===== src/rtl/core/lrsm_pkg.sv =====
package lrsm_pkg;

    // Default widths of the sample and of the position fraction.
    localparam int STEP_FRAC_BITS_DEF = 20;
    localparam int SAMPLE_BITS_DEF    = 16;

    // Fixed field widths and limits.
    localparam int STEP_BITS     = 25;
    localparam int CFG_IDX_BITS  = 1;
    localparam int MAX_RESULTS   = 49;

    typedef enum logic [CFG_IDX_BITS-1:0] {
        REG_STEP_RATIO  = 1'b0,
        REG_MONO_SOURCE = 1'b1
    } cfg_reg_t;

    typedef enum logic {
        REQ_FRAME = 1'b0,
        REQ_FLUSH = 1'b1
    } req_type_t;

    typedef enum logic [1:0] {
        ST_IDLE,
        ST_FRAME,
        ST_FLUSH
    } seq_state_t;

    // Control that travels alongside each interpolation tap.
    typedef struct packed {
        logic valid;
        logic last;
    } beat_ctrl_t;

endpackage


===== src/rtl/core/lrsm_lane.sv =====
module lrsm_lane #(
    parameter int STEP_FRAC_BITS = lrsm_pkg::STEP_FRAC_BITS_DEF,
    parameter int SAMPLE_BITS    = lrsm_pkg::SAMPLE_BITS_DEF
) (
    input  logic                          aclk,
    input  logic                          adv,
    input  logic signed [SAMPLE_BITS-1:0] a,
    input  logic signed [SAMPLE_BITS-1:0] b,
    input  logic [STEP_FRAC_BITS-1:0]     t,
    output logic signed [SAMPLE_BITS-1:0] res
);
    import lrsm_pkg::*;

    localparam int PW = SAMPLE_BITS + STEP_FRAC_BITS + 2;
    localparam logic signed [PW-1:0] HALF =
        {{(PW-STEP_FRAC_BITS){1'b0}}, 1'b1, {(STEP_FRAC_BITS-1){1'b0}}};

    logic signed [SAMPLE_BITS:0]   diff;
    logic signed [PW-1:0]          diff_ext;
    logic signed [PW-1:0]          t_ext;
    logic signed [PW-1:0]          prod_next;
    logic signed [PW-1:0]          prod_reg;
    logic signed [SAMPLE_BITS-1:0] a_reg;
    logic signed [PW-1:0]          rounded;
    logic signed [PW-1:0]          shifted;

    assign diff      = {b[SAMPLE_BITS-1], b} - {a[SAMPLE_BITS-1], a};
    assign diff_ext  = PW'(diff);
    assign t_ext     = signed'(PW'(t));
    assign prod_next = diff_ext * t_ext;

    // Multiply stage.
    always_ff @(posedge aclk) begin
        if (adv) begin
            prod_reg <= prod_next;
            a_reg    <= a;
        end
    end

    // Round half up, floor shift, add to the earlier sample.
    assign rounded = prod_reg + HALF;
    assign shifted = rounded >>> STEP_FRAC_BITS;
    assign res     = a_reg + shifted[SAMPLE_BITS-1:0];

endmodule


===== src/rtl/core/lrsm_merge.sv =====
module lrsm_merge #(
    parameter int SAMPLE_BITS = lrsm_pkg::SAMPLE_BITS_DEF
) (
    input  logic                          aclk,
    input  logic                          aresetn,
    input  lrsm_pkg::beat_ctrl_t          tap_ctrl,
    input  logic signed [SAMPLE_BITS-1:0] left_res,
    input  logic signed [SAMPLE_BITS-1:0] right_res,
    output logic                          adv,
    output logic                          m_valid,
    input  logic                          m_ready,
    output logic signed [SAMPLE_BITS-1:0] m_out_left,
    output logic signed [SAMPLE_BITS-1:0] m_out_right,
    output logic                          m_last_of_run
);
    import lrsm_pkg::*;

    beat_ctrl_t                    ctrl1_reg;
    logic                          valid_reg;
    logic                          last_reg;
    logic signed [SAMPLE_BITS-1:0] left_reg;
    logic signed [SAMPLE_BITS-1:0] right_reg;

    // The whole pipe moves whenever the output register is free or being emptied.
    assign adv = !valid_reg || m_ready;

    always_ff @(posedge aclk) begin
        if (!aresetn) begin
            ctrl1_reg <= '0;
            valid_reg <= 1'b0;
        end else if (adv) begin
            ctrl1_reg <= tap_ctrl;
            valid_reg <= ctrl1_reg.valid;
        end
    end

    always_ff @(posedge aclk) begin
        if (adv) begin
            left_reg  <= left_res;
            right_reg <= right_res;
            last_reg  <= ctrl1_reg.last;
        end
    end

    assign m_valid       = valid_reg;
    assign m_out_left    = left_reg;
    assign m_out_right   = right_reg;
    assign m_last_of_run = last_reg;

endmodule


===== src/rtl/core/lrsm_seq.sv =====
module lrsm_seq #(
    parameter int STEP_FRAC_BITS = lrsm_pkg::STEP_FRAC_BITS_DEF,
    parameter int SAMPLE_BITS    = lrsm_pkg::SAMPLE_BITS_DEF
) (
    input  logic                               aclk,
    input  logic                               aresetn,
    input  logic                               cfg_write,
    input  logic [lrsm_pkg::CFG_IDX_BITS-1:0]  cfg_index,
    input  logic [lrsm_pkg::STEP_BITS-1:0]     cfg_data,
    input  logic                               s_valid,
    output logic                               s_ready,
    input  logic                               s_req_type,
    input  logic signed [SAMPLE_BITS-1:0]      s_sample_ch0,
    input  logic signed [SAMPLE_BITS-1:0]      s_sample_ch1,
    input  logic                               adv,
    output lrsm_pkg::beat_ctrl_t               tap_ctrl,
    output logic signed [SAMPLE_BITS-1:0]      left_a,
    output logic signed [SAMPLE_BITS-1:0]      left_b,
    output logic signed [SAMPLE_BITS-1:0]      right_a,
    output logic signed [SAMPLE_BITS-1:0]      right_b,
    output logic [STEP_FRAC_BITS-1:0]          tap_t
);
    import lrsm_pkg::*;

    localparam int POS_W = ((STEP_BITS > STEP_FRAC_BITS) ? STEP_BITS : STEP_FRAC_BITS + 1) + 1;
    localparam logic [POS_W-1:0] POS_ONE =
        {{(POS_W-STEP_FRAC_BITS-1){1'b0}}, 1'b1, {STEP_FRAC_BITS{1'b0}}};
    localparam logic [STEP_BITS-1:0] STEP_FLOOR =
        STEP_BITS'(((64'd1 << STEP_FRAC_BITS) + 64'(MAX_RESULTS) - 64'd1) / 64'(MAX_RESULTS));
    localparam logic [STEP_BITS-1:0] STEP_RESET = STEP_BITS'(64'd1 << STEP_FRAC_BITS);

    seq_state_t                    state_reg, state_next;
    logic [STEP_BITS-1:0]          step_reg;
    logic                          mono_reg;
    logic signed [SAMPLE_BITS-1:0] held_l_reg, held_l_next;
    logic signed [SAMPLE_BITS-1:0] held_r_reg, held_r_next;
    logic                          held_valid_reg, held_valid_next;
    logic signed [SAMPLE_BITS-1:0] cur_l_reg, cur_l_next;
    logic signed [SAMPLE_BITS-1:0] cur_r_reg, cur_r_next;
    logic [POS_W-1:0]              pos_reg, pos_next;
    logic [POS_W-1:0]              pos_step;
    logic [POS_W-1:0]              pos_step2;
    logic signed [SAMPLE_BITS-1:0] in_r;
    logic                          accept;

    assign accept    = s_valid && s_ready;
    assign in_r      = mono_reg ? s_sample_ch0 : s_sample_ch1;
    assign pos_step  = pos_reg + POS_W'(step_reg);
    assign pos_step2 = pos_step + POS_W'(step_reg);

    // Configuration; the step is held already raised to its floor.
    always_ff @(posedge aclk) begin
        if (!aresetn) begin
            step_reg <= STEP_RESET;
            mono_reg <= 1'b0;
        end else if (cfg_write) begin
            unique case (cfg_reg_t'(cfg_index))
                REG_STEP_RATIO:  step_reg <= (cfg_data < STEP_FLOOR) ? STEP_FLOOR : cfg_data;
                REG_MONO_SOURCE: mono_reg <= cfg_data[0];
                default: ;
            endcase
        end
    end

    always_ff @(posedge aclk) begin
        if (!aresetn) begin
            state_reg      <= ST_IDLE;
            held_valid_reg <= 1'b0;
            held_l_reg     <= '0;
            held_r_reg     <= '0;
            pos_reg        <= '0;
        end else begin
            state_reg      <= state_next;
            held_valid_reg <= held_valid_next;
            held_l_reg     <= held_l_next;
            held_r_reg     <= held_r_next;
            pos_reg        <= pos_next;
        end
    end

    always_ff @(posedge aclk) begin
        cur_l_reg <= cur_l_next;
        cur_r_reg <= cur_r_next;
    end

    always_comb begin
        state_next      = state_reg;
        held_valid_next = held_valid_reg;
        held_l_next     = held_l_reg;
        held_r_next     = held_r_reg;
        cur_l_next      = cur_l_reg;
        cur_r_next      = cur_r_reg;
        pos_next        = pos_reg;
        s_ready         = 1'b0;
        tap_ctrl        = '0;
        left_a          = held_l_reg;
        right_a         = held_r_reg;
        left_b          = held_l_reg;
        right_b         = held_r_reg;
        tap_t           = '0;

        unique case (state_reg)
            ST_IDLE: begin
                s_ready = 1'b1;
                if (accept) begin
                    if (req_type_t'(s_req_type) == REQ_FLUSH) begin
                        if (held_valid_reg && (pos_step <= POS_ONE)) begin
                            state_next = ST_FLUSH;
                        end else begin
                            held_valid_next = 1'b0;
                            held_l_next     = '0;
                            held_r_next     = '0;
                            pos_next        = '0;
                        end
                    end else if (!held_valid_reg) begin
                        held_valid_next = 1'b1;
                        held_l_next     = s_sample_ch0;
                        held_r_next     = in_r;
                    end else if (pos_reg < POS_ONE) begin
                        cur_l_next = s_sample_ch0;
                        cur_r_next = in_r;
                        state_next = ST_FRAME;
                    end else begin
                        pos_next    = pos_reg - POS_ONE;
                        held_l_next = s_sample_ch0;
                        held_r_next = in_r;
                    end
                end
            end
            ST_FRAME: begin
                tap_ctrl.valid = 1'b1;
                tap_ctrl.last  = (pos_step >= POS_ONE);
                left_b         = cur_l_reg;
                right_b        = cur_r_reg;
                tap_t          = pos_reg[STEP_FRAC_BITS-1:0];
                if (adv) begin
                    pos_next = pos_step;
                    if (tap_ctrl.last) begin
                        pos_next    = pos_step - POS_ONE;
                        held_l_next = cur_l_reg;
                        held_r_next = cur_r_reg;
                        state_next  = ST_IDLE;
                    end
                end
            end
            ST_FLUSH: begin
                tap_ctrl.valid = 1'b1;
                tap_ctrl.last  = (pos_step2 > POS_ONE);
                if (adv) begin
                    pos_next = pos_step;
                    if (tap_ctrl.last) begin
                        held_valid_next = 1'b0;
                        held_l_next     = '0;
                        held_r_next     = '0;
                        pos_next        = '0;
                        state_next      = ST_IDLE;
                    end
                end
            end
            default: begin
                state_next = ST_IDLE;
            end
        endcase
    end

endmodule


===== src/rtl/core/linear_resampler_stereo_mix_top.sv =====
// Linear-interpolation sample-rate converter with mono to stereo up-mix.
// The s_ channel carries one source frame per beat (s_req_type low) or an
// end-of-sound marker (s_req_type high). The m_ channel carries the output
// samples, one stereo pair per beat, with m_last_of_run set on the final
// beat that an input beat causes. The cfg_ channel writes the step ratio
// (index 0) and mono mode (index 1); it is always ready and must only be
// used while the block is idle.
// An input beat that produces results holds s_ready low after it is taken,
// while the sequencer issues one interpolation tap per cycle unless the output
// stalls, and that sets the rate, up to 49 results per source frame. A beat
// with no result leaves s_ready high.
// Each tap passes through the lane multiply register and then the output
// register before it appears on the m_ channel.
// A stalled receiver freezes the whole tap pipeline; no beat is lost, and a
// new input beat can still be taken while the last result waits.
// Reset clears the held frame and the read position and restores a step of
// 1.0 and stereo mode; no clearing pass is needed.
module linear_resampler_stereo_mix_top #(
    parameter int STEP_FRAC_BITS = lrsm_pkg::STEP_FRAC_BITS_DEF,
    parameter int SAMPLE_BITS    = lrsm_pkg::SAMPLE_BITS_DEF
) (
    input  logic                              aclk,
    input  logic                              aresetn,
    input  logic                              cfg_valid,
    output logic                              cfg_ready,
    input  logic [lrsm_pkg::CFG_IDX_BITS-1:0] cfg_index,
    input  logic [lrsm_pkg::STEP_BITS-1:0]    cfg_data,
    input  logic                              s_valid,
    output logic                              s_ready,
    input  logic                              s_req_type,
    input  logic signed [SAMPLE_BITS-1:0]     s_sample_ch0,
    input  logic signed [SAMPLE_BITS-1:0]     s_sample_ch1,
    output logic                              m_valid,
    input  logic                              m_ready,
    output logic signed [SAMPLE_BITS-1:0]     m_out_left,
    output logic signed [SAMPLE_BITS-1:0]     m_out_right,
    output logic                              m_last_of_run
);
    import lrsm_pkg::*;

    beat_ctrl_t                    tap_ctrl;
    logic                          adv;
    logic signed [SAMPLE_BITS-1:0] left_a;
    logic signed [SAMPLE_BITS-1:0] left_b;
    logic signed [SAMPLE_BITS-1:0] right_a;
    logic signed [SAMPLE_BITS-1:0] right_b;
    logic [STEP_FRAC_BITS-1:0]     tap_t;
    logic signed [SAMPLE_BITS-1:0] left_res;
    logic signed [SAMPLE_BITS-1:0] right_res;

    // Register writes are taken in any cycle.
    assign cfg_ready = 1'b1;

    // The sequencer walks the read position across the current source interval.
    lrsm_seq #(
        .STEP_FRAC_BITS (STEP_FRAC_BITS),
        .SAMPLE_BITS    (SAMPLE_BITS)
    ) u_seq (
        .aclk         (aclk),
        .aresetn      (aresetn),
        .cfg_write    (cfg_valid && cfg_ready),
        .cfg_index    (cfg_index),
        .cfg_data     (cfg_data),
        .s_valid      (s_valid),
        .s_ready      (s_ready),
        .s_req_type   (s_req_type),
        .s_sample_ch0 (s_sample_ch0),
        .s_sample_ch1 (s_sample_ch1),
        .adv          (adv),
        .tap_ctrl     (tap_ctrl),
        .left_a       (left_a),
        .left_b       (left_b),
        .right_a      (right_a),
        .right_b      (right_b),
        .tap_t        (tap_t)
    );

    // Two identical interpolation lanes, one per output channel.
    lrsm_lane #(
        .STEP_FRAC_BITS (STEP_FRAC_BITS),
        .SAMPLE_BITS    (SAMPLE_BITS)
    ) u_lane_left (
        .aclk (aclk),
        .adv  (adv),
        .a    (left_a),
        .b    (left_b),
        .t    (tap_t),
        .res  (left_res)
    );

    lrsm_lane #(
        .STEP_FRAC_BITS (STEP_FRAC_BITS),
        .SAMPLE_BITS    (SAMPLE_BITS)
    ) u_lane_right (
        .aclk (aclk),
        .adv  (adv),
        .a    (right_a),
        .b    (right_b),
        .t    (tap_t),
        .res  (right_res)
    );

    // The merge stage pairs both lanes into one output beat and owns the stall.
    lrsm_merge #(
        .SAMPLE_BITS (SAMPLE_BITS)
    ) u_merge (
        .aclk          (aclk),
        .aresetn       (aresetn),
        .tap_ctrl      (tap_ctrl),
        .left_res      (left_res),
        .right_res     (right_res),
        .adv           (adv),
        .m_valid       (m_valid),
        .m_ready       (m_ready),
        .m_out_left    (m_out_left),
        .m_out_right   (m_out_right),
        .m_last_of_run (m_last_of_run)
    );

endmodule

===== config.mk =====
export PLATFORM = sky130hd
export DESIGN_NAME = linear_resampler_stereo_mix_top
export DESIGN_NICKNAME = d
export VERILOG_FILES = /design/src/rtl/core/lrsm_pkg.sv /design/src/rtl/core/lrsm_lane.sv /design/src/rtl/core/lrsm_merge.sv /design/src/rtl/core/lrsm_seq.sv /design/src/rtl/core/linear_resampler_stereo_mix_top.sv
export SDC_FILE = /design/constraint.sdc
export NUM_CORES = 2
export LEC_CHECK = 0
export BUFFER_PORTS_ARGS = -buffer_cell sky130_fd_sc_hd__buf_2
export CAP_MARGIN = 20
export CORE_ASPECT_RATIO = 0.75
export CORE_UTILIZATION = 50
export DETAILED_ROUTE_END_ITERATION = 10
export GPL_ROUTABILITY_DRIVEN = 1
export PLACE_DENSITY = 0.66
export SLEW_MARGIN = 15
export SYNTH_ARGS = -nofsm -noshare
export SYNTH_HDL_FRONTEND = slang
export SYNTH_SLANG_ARGS = --single-unit

===== constraint.sdc =====
create_clock -name aclk -period 15.27 [get_ports aclk]
set_input_delay 3.054 -clock aclk [delete_from_list [all_inputs] [get_ports aclk]]
set_output_delay 3.054 -clock aclk [all_outputs]
set_load 0.02 [all_outputs]

======== After elaboration in Yosys (flattened, before gate mapping) ========
Cells that the tools add are included.
cells by class
  add/sub/neg operators ................... 10
  multiply operators ...................... 2
  $lt $le $gt $ge ......................... 5
  equality and inequality tests ........... 13
  mux-type cells .......................... 50
  bitwise logic cells ..................... 2
  reduce and logical (&&, ||, !) cells .... 14
operators with widths
  cell                                                                 number
  two-way mux 16 bit                                                   18
  two-way mux 26 bit                                                   9
  case mux 16 bit (3 select lines)                                     2
  case mux 26 bit (3 select lines)                                     1
  adder 36 x 21 -> 36 bit, second input constant                       2
  multiplier 17 x 21 -> 36 bit                                         2
  adder 26 x 25 -> 26 bit                                              2
  subtractor 26 x 21 -> 26 bit, second input constant                  2
  subtractor 16 x 16 -> 17 bit                                         2
  adder 16 bit                                                         2
  greater-or-equal comparator 26 x 21 -> 1 bit, second input constant  1
  > comparator 26 x 21 -> 1 bit, second input constant                 1
  <= comparator 26 x 21 -> 1 bit, second input constant                1
  less-than comparator 26 x 21 -> 1 bit, second input constant         1
  less-than comparator 25 x 15 -> 1 bit, second input constant         1
  two-way mux 25 bit                                                   1
  two-way mux 20 bit                                                   1
  two-way mux 2 bit                                                    9
  AND reduction 8 bit                                                  2
  AND reduction 5 bit                                                  2
  != test 3 x 2 -> 1 bit, second input constant                        3
  AND reduction 7 bit                                                  1
  two-way mux 1 bit                                                    6
  != test 2 x 1 -> 1 bit, second input constant                        3
  16 further kinds                                                     21
word-level totals
  register bits after elaboration ......... 259
  output and inout port bits .............. 36
  logic and storage cells ................. 115

======== Logic depth before layout (Yosys ltp) ========
  depth in word-level cells ............... 7
  gate-level depth with buffers ........... 43
  gate-level depth less buffers ........... 39

======== By module ========
Synthesis repeated with hierarchy kept, for this count alone.
second synthesis, totals
  cell total of the unflattened synthesis .. 4,037
  area total of the unflattened synthesis .. 36,716.5 um^2
modules (own cells, without submodules)
  module                           times used  cells each  area an instance (um^2)  seq. area each (um^2)
  lrsm_lane (u_lane_left)          1           1,503       13,426.6                 991.0
  lrsm_lane (u_lane_right)         1           1,483       13,218.9                 991.0
  lrsm_seq                         1           1,004       8,948.6                  2,702.6
  lrsm_merge                       1           45          1,111.1                  1,051.0
  linear_resampler_stereo_mix_top  1           2           11.3                     0.0

======== Least setup slack after synthesis ========
No wires, ideal clock.
  path kind ............................... reg-to-reg
  start point ............................. register u_seq.state_reg[1]
  end point ............................... register u_lane_right.prod_reg[35], data pin
  arrival time ............................ 10,081 ps
  data required time ...................... 15,002 ps
  setup slack ............................. 4,922 ps
  stages on the path, launching flop included .. 42
  buffers on the path ..................... 5
  period minus slack after synthesis ...... 10,348 ps
  path through ............................ dfxtp_1 > inv_1 > ha_1 > clkbuf_1 > clkbuf_1 > clkbuf_1 > clkbuf_1 > mux2i_1 > ha_1 > inv_1 > fa_1 > a21o_1 > a21oi_1 > o21bai_1 > a31o_2 > a41oi_1 > a21oi_1 > a21oi_1 > [... 6 more ...] > fa_1 > fa_1 > fa_1 > inv_1 > fa_1 > inv_1 > ha_1 > a211oi_1 > nand2_1 > a21oi_1 > nand4_1 > a41oi_1 > a21oi_1 > a221o_1 > and2_1 > a31o_2 > o41ai_1 > xnor2_1
on the way
  word-level cells in the longest chain between the ends .. 4
  elaborated cells between the ends (all ways) .. 5
  classes of those cells .................. add/sub (1); mul (1); eq/ne (1); mux (2)
RTL lines
  what                            line             text
  from (decl)                     lrsm_seq.sv:32   seq_state_t state_reg, state_next;
  from (signal assigned)          lrsm_seq.sv:73   state_reg <= state_next;
  equality test 2 x 1 -> 1 bit *  lrsm_seq.sv:102  unique case (state_reg)
  two-way mux 16 bit              lrsm_seq.sv:102
  subtractor 16 x 16 -> 17 bit    lrsm_lane.sv:27  assign diff = {b[SAMPLE_BITS-1], b} - {a[SAMPLE_BITS-1], a};
  multiplier 17 x 21 -> 36 bit *  lrsm_lane.sv:30  assign prod_next = diff_ext * t_ext;
  via u_lane_right.prod_next[35]  lrsm_lane.sv:21  logic signed [PW-1:0] prod_next;
  to (signal assigned)            lrsm_lane.sv:35  prod_reg <= prod_next;
  to (decl)                       lrsm_lane.sv:22  logic signed [PW-1:0] prod_reg;
Mark *: on every way through the listed nets, which the timed path passes. The rest lies on a longest branch.
A chain may end at the register's enable or synchronous reset.

======== Worst setup path after layout ========
Same ends and word-level chain as after synthesis.

==> out/metrics.yaml <==
rr_endpoint: "u_lane_right.prod_reg[35]"
track_usage: 0.296
num_rows: 84
grt_pass1_vias: 28300
hold_class: "flip-flop to flip-flop"
place_hpwl_um: 83400
cts.sinks: 221
grt_pass1_wl_um: 167000
path_class: "flip-flop to flip-flop"
setup_tns_ns: 0
gp_congestion: 0.979
clkTransAtPathRegs_ns: 0.07
diodes: 0
fin_crit_sh: 0.738
synthToLayoutAreaGrowth_pct: 6.34
drt_iter0_drc: 2645
initial_utilization: 0.509
p_leak_nw: 18.9
avgSynthCellArea_sq_um: 8.81
port_buffers: 98
cts_setup_buffers: 0
placed_cells: 5017
clock_skew_ns: 0.0274
ys_types: 92
postRouteAntennaNets: 0
peakVddDrop_mv: 0.106
vias: 28700
drv_cap: 0
drc: 0
core-area_sq_um: 70700
crit_top_cell: "fa_1"
cp.required_ns: 15.54
ys_async_sr_fraction: 0
worstPathArrival_ns: 11.54
die_h_um: 234
worstPathMaxFanout: 91
htreeDepth: 1
fp.dieArea_sq_um: 73200
final_hold_viol_count: 0
finalSetupViolations: 0
synthesis.area_sq_um: 36000
fin_nets: 5062
largest_reg_flops: 26
synth-edff-count: 131
endpoint: "u_lane_right.prod_reg[35]"
rsz0062_at_grt: "no"
cts-root-buf: "clkbuf_16"
tritoncts: "yes"
viasPerCell: 5.68
synth-seq-cells: 221
r2r_cells: 34
period_minus_slack_ns: 11.26
yosysWarnings: 0
slew_viol_final: 0
synthFlopType: "edfxtp_1"
drive_gt1_frac: 0.0673
layout_common_cells: "inv_1 (782), fa_1 (542), nand2_1 (534), ha_1 (358), nor2_1 (325)"
slowest_delay_ns: 0.78
holdPathStages: 0
mostFrequentLayoutCell: "inv_1"
cts-buffers-inserted: 22
io_pins: 100
clock_path_buffers: 3
postCtsHoldBufs: 0
worst_pin_slew_ns: 1.10
slew_headroom: 0.263
clkLatencyLatePin_ns: 0.55
fin_cells: 5059
die_w_um: 312
end_kind: "flip-flop"
status: "completed"
crit_slowest_cell: "xor2_1"
max_freq_mhz: 88.8
gr-total-overflow: 0
r2r_slack_ns: 4.01
fillers: 6594
ctsResizeCount: 0
timing.rr.start: "u_seq.state_reg[1]"
drt_wl_total_um: 105000
wl_per_cell_um: 20.8
antenna_found_initial: 3
synthCells: 4091
power.density_nw_per_um2: 98.3
cp-startpoint: "u_seq.state_reg[1]"
grt_max_degree: 92
crit_path_start_kind: "flip-flop"
firstDrtPassIters: 7
synth_nets: 5056
yosysSeqAreaShare: 0.159
-- routing by layer --
layer  vias to the layer above  part of all wire  wire (um)  GRT usage
li1                      13200                 -          -          -
met1                     14300              0.47      49300      0.446
met2                      1179              0.41      43500      0.441
met3                       138             0.096      10100     0.0567
met4                         0             0.023       2430     0.0613
met5                         -                 0          0          0
-- cell usage after synthesis (9+ instances only) --
library cell,number,area [sq um]
inv_1,782,2940
fa_1,542,10900
nand2_1,534,2000
ha_1,359,4490
nor2_1,328,1230
clkbuf_1,167,627
a21oi_1,143,716
edfxtp_1,131,3930
xnor2_1,108,946
o21ai_0,107,536
dfxtp_1,90,1800
nand3_1,75,375
and2_1,54,338
and3_1,45,282
xor2_1,42,368
nor3_1,39,195
nor3b_1,36,270
a21o_1,30,225
a22oi_1,26,195
nand2b_1,23,144
a22o_1,21,184
nor2b_1,21,131
o21bai_1,20,150
nand3b_1,19,143
a211oi_1,18,135
o211a_1,18,180
a211oi_2,17,213
a31oi_1,17,106
a32oi_1,17,149
mux2_2,17,191
nand4_1,15,93.8
nor4_1,13,81.3
o21a_1,13,97.6
or3_1,13,81.3
o211ai_1,12,90.1
a211o_1,10,87.6
buf_2,9,45.0
mux2i_1,9,90.1
o31ai_1,9,67.6
-- report_power, final --
group	switching [mW]	total, mW	internal, mW
Clock	0.254	0.579	0.325
Sequential	0.0915	0.901	0.809
Combinational	1.50	2.29	0.781
Total	1.85	3.77	1.92
-- area by class of cell --
cell class,instances,area (sq um),share of cell area
Multi-Input combinational cell,2899,26700,0.696
Clock inverter,10,103,0.00268
Inverter,784,2940,0.0768
Tap cell,946,1180,0.0309
Sequential cell,221,5740,0.150
Timing Repair Buffer,169,1040,0.0270
Clock buffer,30,632,0.0165
-- cells by family (layout without fill, tap and decap cells) --
kind of cell    Yosys count  count (layout)  share of synthesized area
flops                   221             221                      0.159
compound gates          571             571                      0.111
fa+ha+maj               901             901                      0.426
simple gates           1250            1250                      0.158
xor+xnor                150             150                     0.0365
other cells               1               1                   0.000104
buf+inv                 971             993                      0.102
mux                      26              26                    0.00781
-- worst max-delay path, delay by kind of cell (launching register included) --
family,cells,cell delay (ns)
buffers and inverters,5,0.95
AND/OR/NAND/NOR,4,0.63
XOR/XNOR,2,0.90
adder cells (fa/ha/maj),9,4.27
flip-flops,1,0.33
AO/OA/AOI/OAI,14,3.85
-- stage by stage --
| stage | utilization | cell area, sq um | setup WS, ns | power [mW] | hold WS [ns] |
|---|---|---|---|---|---|
| 6_report | 0.542 | 38300 | 4.01 | 3.77 | 0.429 |
| 5_1_grt | 0.542 | 38300 | 3.31 | 4.00 | 0.439 |
| 4_1_cts | 0.541 | 38300 | 4.12 | 3.74 | 0.424 |
| 3_5_place_dp | 0.531 | 37600 | 4.15 | 3.14 | 0.409 |
| 3_3_place_gp | 0.531 | 37600 | 4.38 | 3.12 | 0.407 |
| 2_1_floorplan | - | 36000 | 4.92 | 2.37 | 0.403 |
-- worst min path at each step --
stage	start	end	slack, ns
floorplan	u_merge.ctrl1_reg[0]	u_merge.m_last_of_run	0.40
global placement	u_merge.ctrl1_reg[0]	u_merge.m_last_of_run	0.41
detailed placement	u_merge.ctrl1_reg[0]	u_merge.m_last_of_run	0.41
CTS	u_merge.ctrl1_reg[0]	u_merge.m_last_of_run	0.42
global route	u_merge.ctrl1_reg[0]	u_merge.m_last_of_run	0.44
finish	u_merge.ctrl1_reg[0]	u_merge.m_last_of_run	0.43
No activity file was read; power rests on OpenSTA's default activity.
